[config.mk]
export PLATFORM = sky130hd
export DESIGN_NAME = sound_voice_allocator
export DESIGN_NICKNAME = d
export VERILOG_FILES = /design/src/rtl/svalloc_pkg.sv /design/src/rtl/svalloc_ctrl.sv /design/src/rtl/svalloc_datapath.sv /design/src/rtl/sound_voice_allocator.sv
export SDC_FILE = /design/constraint.sdc
export NUM_CORES = 1
export LEC_CHECK = 0
export ABC_AREA = 1
export CORE_UTILIZATION = 69
export DETAILED_ROUTE_END_ITERATION = 10
export DONT_BUFFER_PORTS = 1
export PLACE_DENSITY_LB_ADDON = 0.2
export SETUP_SLACK_MARGIN = 0.02
export SLEW_MARGIN = 0
export SYNTH_ARGS = -nofsm -noshare
export SYNTH_HDL_FRONTEND = slang
export SYNTH_SLANG_ARGS = --single-unit
[constraint.sdc]
create_clock -name clk_i -period 5.95 [get_ports clk_i]
set_input_delay 0.2975 -clock clk_i [delete_from_list [all_inputs] [get_ports clk_i]]
set_output_delay 0.2975 -clock clk_i [all_outputs]
set_load 0.02 [all_outputs]
[src/rtl/svalloc_pkg.sv]
`timescale 1ns / 1ps
// Shared definitions for the sound-effect voice allocator.
// Operation, action and register codes, parameter defaults, and the
// command and status bundles between controller and datapath.
package svalloc_pkg;

  localparam int unsigned DefMaxSamples  = 64;
  localparam int unsigned DefMaxChannels = 8;
  localparam int unsigned DefIdWidth     = 16;

  localparam logic [1:0] OpRegister = 2'd0;
  localparam logic [1:0] OpPlay     = 2'd1;
  localparam logic [1:0] OpStop     = 2'd2;
  localparam logic [1:0] OpStopAll  = 2'd3;

  localparam logic [1:0] ActNone  = 2'd0;
  localparam logic [1:0] ActStart = 2'd1;
  localparam logic [1:0] ActStop  = 2'd2;

  localparam logic CfgFirstChannel = 1'b0;
  localparam logic CfgChannelCount = 1'b1;

  typedef struct packed {
    logic accept;
    logic fire;
  } cmd_t;

  typedef struct packed {
    logic final_res;
  } status_t;

endpackage

[src/rtl/svalloc_ctrl.sv]
`timescale 1ns / 1ps
// Controller for the sound-effect voice allocator.
// Sequences request acceptance, result generation and the output register.
// Depends on svalloc_pkg for the command and status bundles.
module svalloc_ctrl (
  input  logic                 clk_i,
  input  logic                 rst_ni,
  input  logic                 in_valid_i,
  output logic                 in_stall_o,
  output logic                 out_valid_o,
  input  logic                 out_stall_i,
  input  svalloc_pkg::status_t status_i,
  output svalloc_pkg::cmd_t    cmd_o
);

  localparam logic StIdle = 1'b0;
  localparam logic StExec = 1'b1;

  logic state_q, state_d;
  logic out_valid_q, out_valid_d;
  logic out_free;

  assign out_free = !out_valid_q || !out_stall_i;

  always_comb begin
    state_d      = state_q;
    out_valid_d  = out_valid_q && out_stall_i;
    cmd_o.accept = 1'b0;
    cmd_o.fire   = 1'b0;
    unique case (state_q)
      StIdle: begin
        if (in_valid_i) begin
          cmd_o.accept = 1'b1;
          state_d      = StExec;
        end
      end
      StExec: begin
        if (out_free) begin
          cmd_o.fire  = 1'b1;
          out_valid_d = 1'b1;
          if (status_i.final_res) begin
            state_d = StIdle;
          end
        end
      end
      default: state_d = StIdle;
    endcase
  end

  always_ff @(posedge clk_i or negedge rst_ni) begin
    if (!rst_ni) begin
      state_q     <= StIdle;
      out_valid_q <= 1'b0;
    end else begin
      state_q     <= state_d;
      out_valid_q <= out_valid_d;
    end
  end

  assign in_stall_o  = (state_q != StIdle);
  assign out_valid_o = out_valid_q;

  a_fire_needs_room: assert property (@(posedge clk_i) disable iff (!rst_ni)
    cmd_o.fire |-> (!out_valid_q || !out_stall_i))
    else $error("result generated while output register is occupied");

  a_accept_then_exec: assert property (@(posedge clk_i) disable iff (!rst_ni)
    cmd_o.accept |=> (state_q == StExec))
    else $error("accepted request did not start execution");

  a_final_to_idle: assert property (@(posedge clk_i) disable iff (!rst_ni)
    (cmd_o.fire && status_i.final_res) |=> (state_q == StIdle && out_valid_q))
    else $error("final result did not return the controller to idle");

  a_fire_loads_output: assert property (@(posedge clk_i) disable iff (!rst_ni)
    cmd_o.fire |=> out_valid_q)
    else $error("generated result not presented at the output");

endmodule

[src/rtl/svalloc_datapath.sv]
`timescale 1ns / 1ps
// Datapath for the sound-effect voice allocator.
// Holds configuration, channel records, counters, the request latch and the
// output register. Depends on svalloc_pkg for codes and command bundles.
module svalloc_datapath #(
  parameter int unsigned MaxSamples  = svalloc_pkg::DefMaxSamples,
  parameter int unsigned MaxChannels = svalloc_pkg::DefMaxChannels,
  parameter int unsigned IdWidth     = svalloc_pkg::DefIdWidth
) (
  input  logic                 clk_i,
  input  logic                 rst_ni,
  input  logic                 cfg_we_i,
  input  logic                 cfg_index_i,
  input  logic [4:0]           cfg_data_i,
  input  logic [1:0]           operation_i,
  input  logic [5:0]           sample_index_i,
  input  logic [6:0]           volume_i,
  input  logic [16:0]          rate_i,
  input  logic signed [7:0]    panning_i,
  input  logic [15:0]          play_id_i,
  input  logic [7:0]           playing_mask_i,
  input  svalloc_pkg::cmd_t    cmd_i,
  output svalloc_pkg::status_t status_o,
  output logic                 status_bit_o,
  output logic [15:0]          result_value_o,
  output logic [1:0]           action_o,
  output logic [5:0]           channel_o,
  output logic [5:0]           out_sample_o,
  output logic [6:0]           out_volume_o,
  output logic [16:0]          out_rate_o,
  output logic signed [7:0]    out_panning_o,
  output logic                 last_o
);

  localparam int unsigned ChLimit = (MaxChannels < 8) ? MaxChannels : 8;
  localparam int unsigned ChIdxW  = (ChLimit > 1) ? $clog2(ChLimit) : 1;
  localparam int unsigned ScW     = $clog2(MaxSamples + 1);
  localparam int unsigned SmpCmpW = (ScW > 6) ? ScW : 6;
  localparam int unsigned IdKeepW = (IdWidth < 16) ? IdWidth : 16;

  logic [4:0]          first_channel_q;
  logic [3:0]          channel_count_q;
  logic [ScW-1:0]      sample_count_q;
  logic [ChLimit-1:0]  chan_valid_q;
  logic [5:0]          chan_sample_q [ChLimit];
  logic [IdKeepW-1:0]  chan_id_q [ChLimit];
  logic [ChIdxW-1:0]   last_used_q;
  logic [IdWidth-1:0]  id_counter_q;
  logic [ChIdxW-1:0]   idx_q;

  logic [1:0]          op_q;
  logic [5:0]          smp_q;
  logic [6:0]          vol_q;
  logic [16:0]         rate_q;
  logic signed [7:0]   pan_q;
  logic [15:0]         pid_q;
  logic [7:0]          mask_q;

  logic [3:0]          win_n;
  logic                idle_hit, same_hit, stop_hit;
  logic [ChIdxW-1:0]   idle_ch, same_ch, stop_ch, rr_ch, play_ch;
  logic [3:0]          lu_plus;
  logic                smp_bad, full;
  logic [IdWidth-1:0]  id_next;
  logic                idx_last;

  logic                res_status;
  logic [15:0]         res_value;
  logic [1:0]          res_action;
  logic [5:0]          res_channel;
  logic [5:0]          res_sample;
  logic [6:0]          res_volume;
  logic [16:0]         res_rate;
  logic signed [7:0]   res_panning;
  logic                res_last;
  logic                do_play;

  always_comb begin
    if (channel_count_q == 4'd0) begin
      win_n = 4'd1;
    end else if (channel_count_q > 4'(ChLimit)) begin
      win_n = 4'(ChLimit);
    end else begin
      win_n = channel_count_q;
    end
  end

  always_comb begin
    idle_hit = 1'b0;
    same_hit = 1'b0;
    stop_hit = 1'b0;
    idle_ch  = '0;
    same_ch  = '0;
    stop_ch  = '0;
    for (int i = ChLimit - 1; i >= 0; i--) begin
      if (4'(i) < win_n) begin
        if (!mask_q[i]) begin
          idle_hit = 1'b1;
          idle_ch  = ChIdxW'(i);
        end
        if (chan_valid_q[i] && chan_sample_q[i] == smp_q) begin
          same_hit = 1'b1;
          same_ch  = ChIdxW'(i);
        end
        if (chan_valid_q[i] && 16'(chan_id_q[i]) == pid_q) begin
          stop_hit = 1'b1;
          stop_ch  = ChIdxW'(i);
        end
      end
    end
  end

  assign lu_plus  = 4'(last_used_q) + 4'd1;
  assign rr_ch    = (lu_plus >= win_n) ? '0 : lu_plus[ChIdxW-1:0];
  assign play_ch  = idle_hit ? idle_ch : (same_hit ? same_ch : rr_ch);
  assign smp_bad  = SmpCmpW'(smp_q) >= SmpCmpW'(sample_count_q);
  assign full     = (sample_count_q == ScW'(MaxSamples));
  assign id_next  = id_counter_q + 1'b1;
  assign idx_last = ((4'(idx_q) + 4'd1) == win_n);

  assign status_o.final_res = (op_q != svalloc_pkg::OpStopAll) || idx_last;

  always_comb begin
    res_status  = 1'b0;
    res_value   = '0;
    res_action  = svalloc_pkg::ActNone;
    res_channel = '0;
    res_sample  = '0;
    res_volume  = '0;
    res_rate    = '0;
    res_panning = '0;
    res_last    = 1'b1;
    do_play     = 1'b0;
    unique case (op_q)
      svalloc_pkg::OpRegister: begin
        if (full) begin
          res_status = 1'b1;
        end else begin
          res_value = 16'(sample_count_q);
        end
      end
      svalloc_pkg::OpPlay: begin
        if (smp_bad) begin
          res_status = 1'b1;
        end else begin
          do_play     = 1'b1;
          res_value   = 16'(id_next[IdKeepW-1:0]);
          res_action  = svalloc_pkg::ActStart;
          res_channel = 6'(first_channel_q) + 6'(play_ch);
          res_sample  = smp_q;
          res_volume  = vol_q;
          res_rate    = rate_q;
          res_panning = pan_q;
        end
      end
      svalloc_pkg::OpStop: begin
        if (stop_hit) begin
          res_action  = svalloc_pkg::ActStop;
          res_channel = 6'(first_channel_q) + 6'(stop_ch);
        end else begin
          res_status = 1'b1;
        end
      end
      svalloc_pkg::OpStopAll: begin
        res_action  = svalloc_pkg::ActStop;
        res_channel = 6'(first_channel_q) + 6'(idx_q);
        res_last    = idx_last;
      end
      default: res_status = 1'b1;
    endcase
  end

  always_ff @(posedge clk_i or negedge rst_ni) begin
    if (!rst_ni) begin
      first_channel_q <= '0;
      channel_count_q <= 4'd8;
      sample_count_q  <= '0;
      chan_valid_q    <= '0;
      last_used_q     <= '0;
      id_counter_q    <= '0;
      idx_q           <= '0;
    end else begin
      if (cfg_we_i) begin
        unique case (cfg_index_i)
          svalloc_pkg::CfgFirstChannel: first_channel_q <= cfg_data_i;
          svalloc_pkg::CfgChannelCount: channel_count_q <= cfg_data_i[3:0];
          default: ;
        endcase
      end
      if (cmd_i.accept) begin
        idx_q <= '0;
      end
      if (cmd_i.fire) begin
        if (op_q == svalloc_pkg::OpRegister && !full) begin
          sample_count_q <= sample_count_q + 1'b1;
        end
        if (do_play) begin
          last_used_q           <= play_ch;
          id_counter_q          <= id_next;
          chan_valid_q[play_ch] <= 1'b1;
        end
        if (op_q == svalloc_pkg::OpStopAll) begin
          idx_q <= idx_q + 1'b1;
        end
      end
    end
  end

  always_ff @(posedge clk_i) begin
    if (cmd_i.accept) begin
      op_q   <= operation_i;
      smp_q  <= sample_index_i;
      vol_q  <= volume_i;
      rate_q <= rate_i;
      pan_q  <= panning_i;
      pid_q  <= play_id_i;
      mask_q <= playing_mask_i;
    end
    if (cmd_i.fire) begin
      status_bit_o   <= res_status;
      result_value_o <= res_value;
      action_o       <= res_action;
      channel_o      <= res_channel;
      out_sample_o   <= res_sample;
      out_volume_o   <= res_volume;
      out_rate_o     <= res_rate;
      out_panning_o  <= res_panning;
      last_o         <= res_last;
      if (do_play) begin
        chan_sample_q[play_ch] <= smp_q;
        chan_id_q[play_ch]     <= id_next[IdKeepW-1:0];
      end
    end
  end

endmodule

[src/rtl/sound_voice_allocator.sv]
`timescale 1ns / 1ps
// Sequence: a request is accepted in idle; its result is generated once the
// output register is free and is registered there. No new request is taken
// until its last result is generated. A stop-all request gives one stop result
// per window channel, one per cycle while the output is not stalled.
// Reset: asynchronous; clears the counters, channel valid bits and configuration
// registers (first channel 0, channel count 8) at once, with no clearing pass.
module sound_voice_allocator #(
  parameter int unsigned MaxSamples  = svalloc_pkg::DefMaxSamples,
  parameter int unsigned MaxChannels = svalloc_pkg::DefMaxChannels,
  parameter int unsigned IdWidth     = svalloc_pkg::DefIdWidth
) (
  input  logic              clk_i,
  input  logic              rst_ni,
  input  logic              cfg_we_i,
  input  logic              cfg_index_i,
  input  logic [4:0]        cfg_data_i,
  input  logic              in_valid_i,
  output logic              in_stall_o,
  input  logic [1:0]        operation_i,
  input  logic [5:0]        sample_index_i,
  input  logic [6:0]        volume_i,
  input  logic [16:0]       rate_i,
  input  logic signed [7:0] panning_i,
  input  logic [15:0]       play_id_i,
  input  logic [7:0]        playing_mask_i,
  output logic              out_valid_o,
  input  logic              out_stall_i,
  output logic              status_o,
  output logic [15:0]       result_value_o,
  output logic [1:0]        action_o,
  output logic [5:0]        channel_o,
  output logic [5:0]        out_sample_o,
  output logic [6:0]        out_volume_o,
  output logic [16:0]       out_rate_o,
  output logic signed [7:0] out_panning_o,
  output logic              last_o
);

  svalloc_pkg::cmd_t    cmd;
  svalloc_pkg::status_t status;

  svalloc_ctrl u_ctrl (
    .clk_i       (clk_i),
    .rst_ni      (rst_ni),
    .in_valid_i  (in_valid_i),
    .in_stall_o  (in_stall_o),
    .out_valid_o (out_valid_o),
    .out_stall_i (out_stall_i),
    .status_i    (status),
    .cmd_o       (cmd)
  );

  svalloc_datapath #(
    .MaxSamples  (MaxSamples),
    .MaxChannels (MaxChannels),
    .IdWidth     (IdWidth)
  ) u_datapath (
    .clk_i          (clk_i),
    .rst_ni         (rst_ni),
    .cfg_we_i       (cfg_we_i),
    .cfg_index_i    (cfg_index_i),
    .cfg_data_i     (cfg_data_i),
    .operation_i    (operation_i),
    .sample_index_i (sample_index_i),
    .volume_i       (volume_i),
    .rate_i         (rate_i),
    .panning_i      (panning_i),
    .play_id_i      (play_id_i),
    .playing_mask_i (playing_mask_i),
    .cmd_i          (cmd),
    .status_o       (status),
    .status_bit_o   (status_o),
    .result_value_o (result_value_o),
    .action_o       (action_o),
    .channel_o      (channel_o),
    .out_sample_o   (out_sample_o),
    .out_volume_o   (out_volume_o),
    .out_rate_o     (out_rate_o),
    .out_panning_o  (out_panning_o),
    .last_o         (last_o)
  );

endmodule

==> results by stage <==
Floorplanning:
- The area of the die is 24700 sq um.
- The die is 157 um tall.
- The total I/O pin count is 141.
- The die is 157 um wide.
- Once the floorplan was initialized, standard cells occupied 70.6% of the core.
- The row count is 56.
- The region available for standard cell placement spans 23500 sq um.

Timing:
- The final number of hold-violating endpoints is 0.
- The actual slew at the worst max-slew pin is 1.24 ns.
- In the finished design, the share of the clock period the worst path needs comes to 77.1%.
- The final clock skew is 0.0278 ns.
- The number of slew-limit violations in the final report was 0.
- The final critical-path required period is 4.59 ns.
- The worst hold slack after final layout is 0.0116 ns.
- Setup repair after global routing left no endpoint under its margin.
- Based on the critical path, the design can be clocked at up to 218 MHz.
- The tightest slew margin relative to the limit is 17.4%.
- Setup violations remaining at the end of the flow were counted as 0.
- The final sum of negative setup slack is 0 ns.

Finish:
- The final layout contains 1780 nets.
- The fraction of final layout cells sized beyond drive strength 1 is 8.57%.
- The area growth from synthesis to layout is 13.5%.

Job:
- The tool flagged a number of max-cap violations equal to 0.

Worst setup path:
- The critical path is of the register to register type.
- The top fanout value on the critical path is 36.
- The worst setup path is launched from a register.
- The depth of the most critical reg-to-reg path is 10.
- The required time of the critical path is 6.08 ns.
- The end point of the critical path is u_datapath.chan_id_q[6][0].
- The arrival time of the worst setup path is 4.71 ns.
- The worst register-to-register path begins at u_datapath.smp_q[4].
- In this run the critical register-to-register path is captured at u_datapath.chan_id_q[6][0].
- The startpoint of the worst setup timing path is u_datapath.smp_q[4].
- The type of element capturing the critical path is a register.
- The worst register-to-register path has a setup slack of 1.36 ns.

Routing:
- For this block, the initial DRC count from the detailed router was 1512.
- The routed design has 47900 um of wire.
- The first TritonRoute pass finished after 6 iterations.
- The residual antenna-violating net count after detailed routing is 0.
- The DRC violation count after routing is 0.
- The routed via count is 12704.
- In the final routed layout, each cell accounts on average for 23.7 um.
- The average via count per standard cell is 6.28.

Pwr:
- Across the VDD grid, the largest voltage drop is 409 uV.
- Dividing total power by cell area gives a power density of 402 nW/um^2.
- In this run the static leakage power is 7.72 nW.

Synthesis:
- For this run, asynchronously set or reset flops after synthesis account for 13.6%.
- Each instance of the synthesized netlist takes up on average 10.4 sq um.
- Sequential cells were found to cover 62.1% of the synthesized design area.
- The largest total area in the synthesized netlist belongs to sky130_fd_sc_hd__edfxtp_1.
- The count of flip-flops with a built-in enable after synthesis is 304.
- The cell with the most instances after synthesis is sky130_fd_sc_hd__nand2_1.
- The number of cells produced by synthesis is 1595.
- The most used flip-flop cell after synthesis is sky130_fd_sc_hd__edfxtp_1.
- The synthesized netlist occupies a cell area of 16600 sq um.
- In this run, distinct cell masters in the synthesized netlist total 60.
- When the netlist entered floorplanning its net count stood at 1697.
- The share of the synthesized area in the top cell type is 54.9%.
- After synthesis, the cell types taking the most area are sky130_fd_sc_hd__edfxtp_1 (55%), sky130_fd_sc_hd__nand2_1 (7.1%), sky130_fd_sc_hd__dfrtp_1 (7.1%), sky130_fd_sc_hd__inv_1 (4.6%), sky130_fd_sc_hd__nor2_1 (4.3%).
- The number of synthesized register bits is 352.
- For this run, the number of Yosys warnings is 0.
- After synthesis, the most frequently instantiated cells are sky130_fd_sc_hd__nand2_1 (314), sky130_fd_sc_hd__edfxtp_1 (304), sky130_fd_sc_hd__inv_1 (203), sky130_fd_sc_hd__nor2_1 (189), sky130_fd_sc_hd__o21ai_0 (63).

Place:
- The count of input and output buffers is 0.
- After legalization and detailed placement, the total HPWL measured 29500 um.
- The final weighted congestion in routability-driven placement is 1.04.

Clock network:
- Post-CTS repair changed the size of 0 cells.
- The tree is rooted in a sky130_fd_sc_hd__clkbuf_16.
- The clock reaches the later pin of the worst-skew pair after 0.53 ns.
- The clock buffer count from CTS is 36.
- The buffer levels on the longest clock path is 3.
- The clock drives 352 sinks.
- CTS built an H-tree with a depth of 2.
- The clock transition time at the flip-flop clock pins of the worst setup and hold paths is 0.07 ns.
- The total setup buffers inserted after CTS is 0.
- TritonCTS built the clock tree.

Global route:
- The first global-routing pass estimated 71800 um of wire.
- The aggregate global routing overflow is 0.
- The pin count of the biggest net entering global routing is 69.
- The number of global-route vias before repair is 12794.
- Across every metal layer, demand over resource in global routing totals 40.2%.
- The number of antenna violations at the first check in global routing came to 2.

Status:
- The flow ran to the end, and the final reports show no timing, DRC or antenna violations.

Hold path:
- In this run the worst hold path is classified as input port to register.
- The worst min-delay path startpoint is cfg_data_i[2].
==> power by group <==
| group | leakage [nW] | internal (mW) | switching (mW) |
|---|---|---|---|
| clock network | 0.598 | 1.42 | 0.957 |
| registers | 3.38 | 3.20 | 0.499 |
| logic | 3.74 | 0.420 | 1.10 |
==> what timing repair did <==
action,CTS,global route
endpoints found under the hold margin,120,0
hold buffers,71,0
endpoints found under the setup margin,0,0
==> area by class of cell <==
type	count	area, sq um
Clock inverter	19	255
Antenna cell	1	2.50
Clock buffer	45	966
Multi-Input combinational cell	994	5330
Tap cell	319	399
Fill cell	1387	4660
Inverter	215	807
Sequential cell	352	10300
Timing Repair Buffer	79	788
==> critical path: stages, from the launching register on <==
cell,delay [ns]
sky130_fd_sc_hd__edfxtp_1,0.84
sky130_fd_sc_hd__ha_1,0.39
sky130_fd_sc_hd__a21oi_1,0.16
sky130_fd_sc_hd__o31ai_1,0.09
sky130_fd_sc_hd__a41oi_1,0.18
sky130_fd_sc_hd__nand2_1,0.15
sky130_fd_sc_hd__nor3_4,0.40
sky130_fd_sc_hd__nand2_2,0.53
sky130_fd_sc_hd__inv_2,0.25
sky130_fd_sc_hd__nand4_1,0.18
sky130_fd_sc_hd__nor2_2,0.97
==> cells by family after synthesis <==
family	after synthesis	share of synthesized area, %
and+or+nand+nor	750	20.4
adders and majority gates	27	2.17
AOI/OAI and AO/OA	141	5.29
DFF	352	62.1
xor gates and xnor gates	76	4.00
buffers and inverters	249	5.99
==> sequential cells by signal, summed over array words and instances, names as in the netlist, 2 cells and up <==
register and count:
u_datapath.action_o 2, u_datapath.chan_id_q 128, u_datapath.chan_sample_q 48, u_datapath.chan_valid_q 8, u_datapath.channel_count_q 4, u_datapath.channel_o 6
u_datapath.first_channel_q 5, u_datapath.id_counter_q 16, u_datapath.idx_q 3, u_datapath.last_used_q 3, u_datapath.mask_q 8, u_datapath.op_q 2
u_datapath.out_panning_o 8, u_datapath.out_rate_o 17, u_datapath.out_sample_o 6, u_datapath.out_volume_o 7, u_datapath.pan_q 8, u_datapath.pid_q 16
u_datapath.rate_q 17, u_datapath.result_value_o 16, u_datapath.sample_count_q 7, u_datapath.smp_q 6, u_datapath.vol_q 7
==> placed cells by master, fill, tap and decap left out, types with 7 or more instances in the layout <==
cell / n
sky130_fd_sc_hd__a21oi_1: 18
sky130_fd_sc_hd__o2111ai_1: 11
sky130_fd_sc_hd__clkbuf_16: 37
sky130_fd_sc_hd__inv_2: 11
sky130_fd_sc_hd__or2_1: 7
sky130_fd_sc_hd__nor3_1: 26
sky130_fd_sc_hd__nor4_1: 35
sky130_fd_sc_hd__nand3_1: 52
sky130_fd_sc_hd__nor2_1: 185
sky130_fd_sc_hd__dfrtp_1: 47
sky130_fd_sc_hd__clkbuf_1: 7
sky130_fd_sc_hd__inv_1: 202
sky130_fd_sc_hd__nor2_2: 8
sky130_fd_sc_hd__or2_2: 37
sky130_fd_sc_hd__nand3b_1: 10
sky130_fd_sc_hd__nor3b_1: 8
sky130_fd_sc_hd__o21ai_0: 63
sky130_fd_sc_hd__buf_4: 8
sky130_fd_sc_hd__nand2_1: 314
sky130_fd_sc_hd__edfxtp_1: 304
sky130_fd_sc_hd__nand4_1: 51
sky130_fd_sc_hd__o22ai_1: 11
sky130_fd_sc_hd__ha_1: 24
sky130_fd_sc_hd__xnor2_1: 23
sky130_fd_sc_hd__xor2_1: 51
sky130_fd_sc_hd__dlygate4sd3_1: 70
==> how the worst min path moves through the flow <==
stage                               endpoint  slack, ns  cells after the start
2_1_floorplan              u_ctrl.in_stall_o      0.002                      0
3_3_place_gp              u_ctrl.out_valid_o      0.005                      0
3_5_place_dp              u_ctrl.out_valid_o      0.004                      0
4_1_cts        u_datapath.channel_count_q[2]       0.03                      2
5_1_grt        u_datapath.first_channel_q[2]       0.04                      2
6_report       u_datapath.first_channel_q[2]       0.01                      2
==> metal layers <==
layer	GRT usage, %	vias to the layer above	wire (um)
met1	50.2	5974	16700
met3	9.39	227	5730
li1	-	5593	-
met2	64.5	910	22500
met4	23.5	0	3010
met5	0	-	0
==> metrics by stage <==
step	setup slack, ns	utilization (%)	power, mW	cell area (sq um)	instances
after floorplan	1.94	-	4.57	16600	1595
after global placement	1.82	71.9	5.03	16900	1888
after detailed placement	1.71	71.9	5.08	16900	1888
after CTS	1.66	80.2	7.48	18900	2023
after global routing	1.22	80.2	7.82	18900	2023
final	1.36	80.2	7.60	18900	2024
Note: power is estimated with default switching activity, not from simulation.
